===== src/sv/spi_angle_encoder_poller_assert.svh =====
// ----------------------------------------------------------------------------
// spi angle encoder poller assertion macros
// shared concurrent assertion forms for the poller rtl
// ----------------------------------------------------------------------------
`ifndef SPI_ANGLE_ENCODER_POLLER_ASSERT_SVH
`define SPI_ANGLE_ENCODER_POLLER_ASSERT_SVH

// same-cycle implication
`define SAEP_ASSERT_SAME(label, clk, rst, ante, cons) \
   label: assert property (@(posedge clk) disable iff (rst) (ante) |-> (cons)) \
      else $error("saep same-cycle check failed");

// next-cycle implication
`define SAEP_ASSERT_NEXT(label, clk, rst, ante, cons) \
   label: assert property (@(posedge clk) disable iff (rst) (ante) |=> (cons)) \
      else $error("saep next-cycle check failed");

`endif


===== src/sv/saep_pkg.sv =====
`timescale 1ns / 1ps
// ----------------------------------------------------------------------------
// saep_pkg
// types and command constants for the spi angle encoder poller
// ----------------------------------------------------------------------------
package saep_pkg;

   localparam logic [15:0] CMD_CLEAR_ERRORS = 16'h4001;
   localparam logic [15:0] CMD_DIAG_ADDRESS = 16'h7FFD;
   localparam logic [15:0] CMD_READ_ANGLE   = 16'hFFFF;
   localparam logic [13:0] ANGLE_MASK       = 14'h3FFF;

   // diagnostic flag positions in the reply word
   localparam int unsigned DIAG_WEAK_BIT   = 11;
   localparam int unsigned DIAG_STRONG_BIT = 10;
   localparam int unsigned DIAG_CORDIC_BIT = 9;
   localparam int unsigned DIAG_OCF_BIT    = 8;

   localparam logic MODE_POLL  = 1'b0;
   localparam logic MODE_FRAME = 1'b1;

   typedef enum logic [5:0] {
      PH_CLEAR      = 6'b000001,
      PH_WAIT_CLEAR = 6'b000010,
      PH_SEND_ANGLE = 6'b000100,
      PH_WAIT_ANGLE = 6'b001000,
      PH_SEND_DIAG  = 6'b010000,
      PH_WAIT_DIAG  = 6'b100000
   } phase_type;

   typedef struct packed {
      logic        mode;
      logic [15:0] rx_word;
   } req_word_type;

   typedef struct packed {
      logic        tx_valid;
      logic [15:0] tx_word;
      logic [13:0] angle;
      logic        angle_updated;
      logic        parity_error;
      logic        magnet_error;
      logic        alarm_led;
      logic        motor_disable;
   } rsp_word_type;

   typedef struct packed {
      phase_type   phase;
      logic [13:0] angle;
      logic        parity_fault;
      logic        magnet_fault;
      logic        lamp;
   } state_type;

endpackage


===== src/sv/saep_step.sv =====
`timescale 1ns / 1ps
// ----------------------------------------------------------------------------
// saep_step
// one rotation step: next sequencer state and the result word for an item
// ----------------------------------------------------------------------------
module saep_step (
   input  saep_pkg::state_type    cur,
   input  saep_pkg::req_word_type req,
   output saep_pkg::state_type    nxt,
   output saep_pkg::rsp_word_type rsp
);

   logic        tx_valid;
   logic [15:0] tx_word;
   logic        updated;
   logic        mdis;
   logic        parity_good;
   logic        diag_bad;

   assign parity_good = ~(^req.rx_word);
   assign diag_bad = req.rx_word[saep_pkg::DIAG_WEAK_BIT]
                   | req.rx_word[saep_pkg::DIAG_STRONG_BIT]
                   | req.rx_word[saep_pkg::DIAG_CORDIC_BIT]
                   | ~req.rx_word[saep_pkg::DIAG_OCF_BIT];

   always_comb begin
      nxt      = cur;
      tx_valid = 1'b0;
      tx_word  = 16'h0000;
      updated  = 1'b0;
      mdis     = 1'b0;
      unique case (cur.phase)
         saep_pkg::PH_WAIT_CLEAR: begin
            if (req.mode == saep_pkg::MODE_FRAME) begin
               tx_valid  = 1'b1;
               tx_word   = saep_pkg::CMD_DIAG_ADDRESS;
               nxt.phase = saep_pkg::PH_WAIT_ANGLE;
            end
         end
         saep_pkg::PH_SEND_ANGLE: begin
            tx_valid = 1'b1;
            if (req.mode == saep_pkg::MODE_FRAME) begin
               // unexpected frame restarts the rotation
               tx_word   = saep_pkg::CMD_CLEAR_ERRORS;
               nxt.phase = saep_pkg::PH_WAIT_CLEAR;
            end else begin
               tx_word   = saep_pkg::CMD_DIAG_ADDRESS;
               nxt.phase = saep_pkg::PH_WAIT_ANGLE;
            end
         end
         saep_pkg::PH_WAIT_ANGLE: begin
            if (req.mode == saep_pkg::MODE_FRAME) begin
               if (parity_good) begin
                  nxt.parity_fault = 1'b0;
                  nxt.angle        = req.rx_word[13:0] & saep_pkg::ANGLE_MASK;
                  updated          = 1'b1;
                  nxt.phase        = saep_pkg::PH_SEND_DIAG;
               end else begin
                  nxt.parity_fault = 1'b1;
                  mdis             = 1'b1;
                  nxt.phase        = saep_pkg::PH_CLEAR;
               end
            end
         end
         saep_pkg::PH_SEND_DIAG: begin
            tx_valid = 1'b1;
            if (req.mode == saep_pkg::MODE_FRAME) begin
               tx_word   = saep_pkg::CMD_CLEAR_ERRORS;
               nxt.phase = saep_pkg::PH_WAIT_CLEAR;
            end else begin
               tx_word   = saep_pkg::CMD_READ_ANGLE;
               nxt.phase = saep_pkg::PH_WAIT_DIAG;
            end
         end
         saep_pkg::PH_WAIT_DIAG: begin
            if (req.mode == saep_pkg::MODE_FRAME) begin
               nxt.magnet_fault = diag_bad;
               nxt.lamp         = diag_bad;
               nxt.phase        = saep_pkg::PH_SEND_ANGLE;
            end
         end
         default: begin
            // clear-errors step, either kind of item
            tx_valid  = 1'b1;
            tx_word   = saep_pkg::CMD_CLEAR_ERRORS;
            nxt.phase = saep_pkg::PH_WAIT_CLEAR;
         end
      endcase
   end

   always_comb begin
      rsp.tx_valid      = tx_valid;
      rsp.tx_word       = tx_word;
      rsp.angle         = nxt.angle;
      rsp.angle_updated = updated;
      rsp.parity_error  = nxt.parity_fault;
      rsp.magnet_error  = nxt.magnet_fault;
      rsp.alarm_led     = nxt.lamp;
      rsp.motor_disable = mdis;
   end

endmodule


===== src/sv/spi_angle_encoder_poller.sv =====
`timescale 1ns / 1ps
// ----------------------------------------------------------------------------
// spi_angle_encoder_poller
// readout sequencer for a 16-bit spi magnetic angle encoder
// ----------------------------------------------------------------------------
// usage
//   req channel: one word per software poll (mode 0) or per finished spi
//   frame (mode 1, rx_word holds the received word)
//   rsp channel: exactly one word per req word, carrying the command to send
//   (tx_valid, tx_word), the stored angle and the status flags
//   path: an accepted req word waits in the input register, then passes
//   through the sequencer into the result register, which drives rsp
//   throughput: one word per cycle while rsp_stall is low, set by the
//   single-step sequencer that sits between the two registers
//   stall: rsp_stall holds the result register; the input register keeps
//   taking one more word, then req_stall rises until the result moves on
//   reset: synchronous, clears both stages and returns the rotation to the
//   clear-errors step with angle and flags at zero
// ----------------------------------------------------------------------------
module spi_angle_encoder_poller (
   input  logic                   clock,
   input  logic                   reset,
   input  logic                   req_valid,
   output logic                   req_stall,
   input  saep_pkg::req_word_type req_word,
   output logic                   rsp_valid,
   input  logic                   rsp_stall,
   output saep_pkg::rsp_word_type rsp_word
);

`include "spi_angle_encoder_poller_assert.svh"

   // input stage
   logic                   s1_valid_ff, s1_valid_in;
   saep_pkg::req_word_type s1_word_ff;

   // result stage
   logic                   s2_valid_ff, s2_valid_in;
   saep_pkg::rsp_word_type s2_word_ff;

   // sequencer state
   saep_pkg::state_type    state_ff;
   saep_pkg::state_type    state_in;
   saep_pkg::rsp_word_type step_rsp;

   logic s1_move;
   logic req_take;

   // input word moves on when the result register is free or draining
   assign s1_move  = s1_valid_ff & (~s2_valid_ff | ~rsp_stall);
   assign req_stall = s1_valid_ff & ~s1_move;
   assign req_take = req_valid & ~req_stall;

   assign s1_valid_in = req_take | (s1_valid_ff & ~s1_move);
   assign s2_valid_in = s1_move | (s2_valid_ff & rsp_stall);

   saep_step u_step (
      .cur (state_ff),
      .req (s1_word_ff),
      .nxt (state_in),
      .rsp (step_rsp)
   );

   always_ff @(posedge clock) begin
      if (reset) begin
         s1_valid_ff           <= 1'b0;
         s2_valid_ff           <= 1'b0;
         state_ff.phase        <= saep_pkg::PH_CLEAR;
         state_ff.angle        <= 14'h0000;
         state_ff.parity_fault <= 1'b0;
         state_ff.magnet_fault <= 1'b0;
         state_ff.lamp         <= 1'b0;
      end else begin
         s1_valid_ff <= s1_valid_in;
         s2_valid_ff <= s2_valid_in;
         // state advances only when an item is actually processed
         if (s1_move) begin
            state_ff <= state_in;
         end
      end
   end

   // payload registers, no reset
   always_ff @(posedge clock) begin
      if (req_take) begin
         s1_word_ff <= req_word;
      end
      if (s1_move) begin
         s2_word_ff <= step_rsp;
      end
   end

   assign rsp_valid = s2_valid_ff;
   assign rsp_word  = s2_word_ff;

   // a parity failure never starts a frame in the same word
   `SAEP_ASSERT_SAME(a_mdis_no_tx, clock, reset, rsp_valid && rsp_word.motor_disable,
      !rsp_word.tx_valid && rsp_word.parity_error)
   // a fresh angle always comes with parity error cleared
   `SAEP_ASSERT_SAME(a_update_clears_parity, clock, reset,
      rsp_valid && rsp_word.angle_updated, !rsp_word.parity_error)
   // an accepted request lands in the input stage
   `SAEP_ASSERT_NEXT(a_take_fills_s1, clock, reset, req_take, s1_valid_ff)
   // a processed item is shown on the result side next cycle
   `SAEP_ASSERT_NEXT(a_move_fills_s2, clock, reset, s1_move, rsp_valid)

endmodule


===== config.mk =====
export PLATFORM = sky130hd
export DESIGN_NAME = spi_angle_encoder_poller
export DESIGN_NICKNAME = d
export VERILOG_FILES = /design/src/sv/saep_pkg.sv /design/src/sv/saep_step.sv /design/src/sv/spi_angle_encoder_poller.sv
export VERILOG_INCLUDE_DIRS = /design/src /design/src/sv
export SDC_FILE = /design/constraint.sdc
export NUM_CORES = 1
export LEC_CHECK = 0
export ABC_AREA = 1
export BUFFER_PORTS_ARGS = -buffer_cell sky130_fd_sc_hd__buf_2
export CAP_MARGIN = 20
export CORE_ASPECT_RATIO = 0.6
export CORE_MARGIN = 1
export CORE_UTILIZATION = 42
export CTS_CLUSTER_DIAMETER = 40
export DETAILED_ROUTE_END_ITERATION = 16
export GPL_TIMING_DRIVEN = 0
export SKIP_LAST_GASP = 1
export SLEW_MARGIN = 20
export SYNTH_ARGS = -nofsm -noshare
export SYNTH_HDL_FRONTEND = slang
export SYNTH_SLANG_ARGS = --single-unit

===== constraint.sdc =====
create_clock -name clock -period 3.1 [get_ports clock]
set_input_delay 0.31 -clock clock [delete_from_list [all_inputs] [get_ports clock]]
set_output_delay 0.31 -clock clock [all_outputs]
set_load 0.05 [all_outputs]

==> metrics <==
clk slew on worst S/H paths around 0.050 ns; CP max-delay cell edfxtp_1; Worst Tran Pin Value around 0.8 ns; period utilization 0.6168; vias per std cell around 4.5; dpl hpwl 4781 um; Fmax approximately 520 MHz; CTS resizes 0; Max Slew Vio Count 0; wirelength, routed between 6000 and 7000 um; Avg WL per Cell 11.98 um; vias in the first global route 2217; gpl congestion 0.8213; Final min period 1.912 ns; crit-path cells inv_1 -> ha_1 -> inv_1 -> nand3_1 -> nand2_1 -> nand2_1 -> nand2_2 -> nand2_2 -> nand3_4 -> buf_8 -> nand2_2 -> nand2_1; worst min path class in -> reg; Syn Nets about 400; register area share after synthesis 0.5225; crit-path max FO 10; area of the mapped netlist between 3000 and 4000 sq um; Register Area 1702 sq um; CTS H-tree lvls 3; Die X 115.7 um; MaxCap Viol Count 0; first-pass detailed-route iteration total 4; antenna violations before repair 0; Slew HR 0.4622; Post-Syn Area per Cell 8.639 sq um; area occupied by multi-input gates 1206 sq um; skew final 0.007093 ns; Yosys reg bits 65; # rows 24; pwr dens 575.2 nW/um^2; TritonCTS clock tree done; status finished, final reports clean; largest net degree at the start of global routing 33; Core Box Area between 7000 and 8000 sq um; DRC viols 0; crit end category flip-flop; IO Pins about 60; ys async rst share 0; gr usage total 0.1799; via count 2521; Post-synth EDFFs 40; Skew-Pair Late Insertion Delay 0.33 ns; Layout area overhead 21.48%; Die H 70.21 um; DIE AREA 8122 sq um; clock net sink count 65; Worst Path Required 3.17 ns; hold_sp req_word[15]; first-pass GRT wire length 10610 um; Final Non-Filler Cells 555; antenna fix cells 0; CTS root buf clkbuf_16; DR iter-0 viols 130; placed insts 539; GRT Residual Overflow 0; # setup viols final 0; IR drop worst, VDD 0.3346 mV; Layout Utilization 0.5356; r2r startpoint s1_word_ff[11]; RSZ-0062 raised after global routing false; most used flip-flop cell after synthesis edfxtp_1; Final Net Count approximately 470; # hold bufs at CTS 0; number of port buffers 58; Initial Utilization 0.4409; Max Root-Sink Buffers 2; critical path arrival 1.99 ns; CP peak stage delay about 0.40 ns; WS Path Type reg -> reg; Final ANT Viol Nets 0; Startpoint Class flip-flop; fillers 694; hold depth 1; Final Hold Fails 0; setup TNS 0 ns; Post-CTS Setup Bufs 0; CP Launch Point s1_word_ff[11]; share of cells above drive strength 1 0.2993; Leak Pwr ~2.0 nW; FF-to-FF path depth 12; total CTS buffers 9; Mapped Cells between 300 and 400; yosys warns 0; post-synthesis cell type count 29
-- layout by cell type (no fill, tap or decap), types with 13 or more instances in the layout --
| cell type | netlist | final |
|---|---|---|
| nor2_1 | 39 | 39 |
| nand3_1 | 21 | 21 |
| nand3_2 | 13 | 13 |
| buf_4 | 15 | 15 |
| nand2_1 | 118 | 118 |
| edfxtp_1 | 40 | 40 |
| nand2_2 | 20 | 20 |
| buf_2 | 1 | 59 |
| dfxtp_1 | 25 | 25 |
| inv_1 | 44 | 44 |
-- flip-flops by register name, summed over array words and instances (netlist names) --
register     cells
s1_word_ff      17
state_ff        23
s1_valid_ff      1
rsp_valid        1
rsp_word        23
-- report_power, final --
group / internal [mW] / switching (mW)
Clock: 0.612 / 0.353
Combinational: 0.0944 / 0.214
Sequential: 0.972 / 0.0297
-- Yosys cell counts, types with 2 or more instances --
library cell | number | area (sq um)
edfxtp_1 | 40 | 1201
nand4_1 | 3 | 18.77
o21ai_0 | 7 | 35.03
nand2_2 | 20 | 125.1
clkbuf_1 | 3 | 11.26
nand3_1 | 21 | 105.1
inv_1 | 44 | 165.2
buf_4 | 15 | 112.6
nor2_4 | 2 | 22.52
a21oi_1 | 9 | 45.04
nor2_1 | 39 | 146.4
nand2_1 | 118 | 442.9
inv_2 | 3 | 11.26
nand3_2 | 13 | 130.1
nand2_4 | 2 | 22.52
dfxtp_1 | 25 | 500.5
-- cell type report --
cell class,instances,share of cell area
inverters,48,0.04681
well taps,104,0.03289
clock inverters,5,0.01170
flip-flops and latches,65,0.4301
multi-input cells,243,0.3049
clock buffers,11,0.05882
plain buffers,21,0.04143
repair buffers,58,0.07337
-- worst paths after layout --
check | end | slack [ns]
max | rsp_word[10] | 1.19
min | s1_word_ff[15] | 0.15
max reg2reg | rsp_word[10] | 1.19
min reg2reg | state_ff[19] | 0.49
-- critical path, delay by kind of cell (launching register included) --
family	cells	cell delay, ns
adder cells (fa/ha/maj)	1	0.31
buffers and inverters	3	0.31
flip-flops	1	0.40
AND/OR/NAND/NOR	8	0.62
-- kinds of logic (layout without fill, tap and decap cells) --
family | count (synthesis) | count (layout) | synth area share
AOI/OAI and AO/OA | 19 | 19 | 0.03227
adders and majority gates | 1 | 1 | 0.003841
buffers and inverters | 69 | 143 | 0.1072
DFF | 65 | 65 | 0.5225
and+or+nand+nor | 223 | 223 | 0.3342
-- metal layers --
| layer | GRT usage | wire length, um | up-vias |
|---|---|---|---|
| li1 | - | - | 1319 |
| met1 | 0.2469 | 3449 | 1141 |
| met2 | 0.2542 | 2849 | 57 |
| met3 | 0.07292 | 291 | 4 |
| met4 | 0.06410 | 59 | 0 |
| met5 | 0 | 0 | - |
-- stage by stage --
step	hold WS, ns	cell area, sq um	power [mW]	setup WS, ns
final	0.1488	3956	2.276	1.188
after floorplan	0.4089	3257	1.254	1.303
after global placement	0.4719	3677	1.319	1.228
after global routing	0.1350	3956	2.372	1.073
after detailed placement	0.4801	3677	1.328	1.191
after CTS	0.1352	3956	2.301	1.182
(Power assumes the default switching activity.)
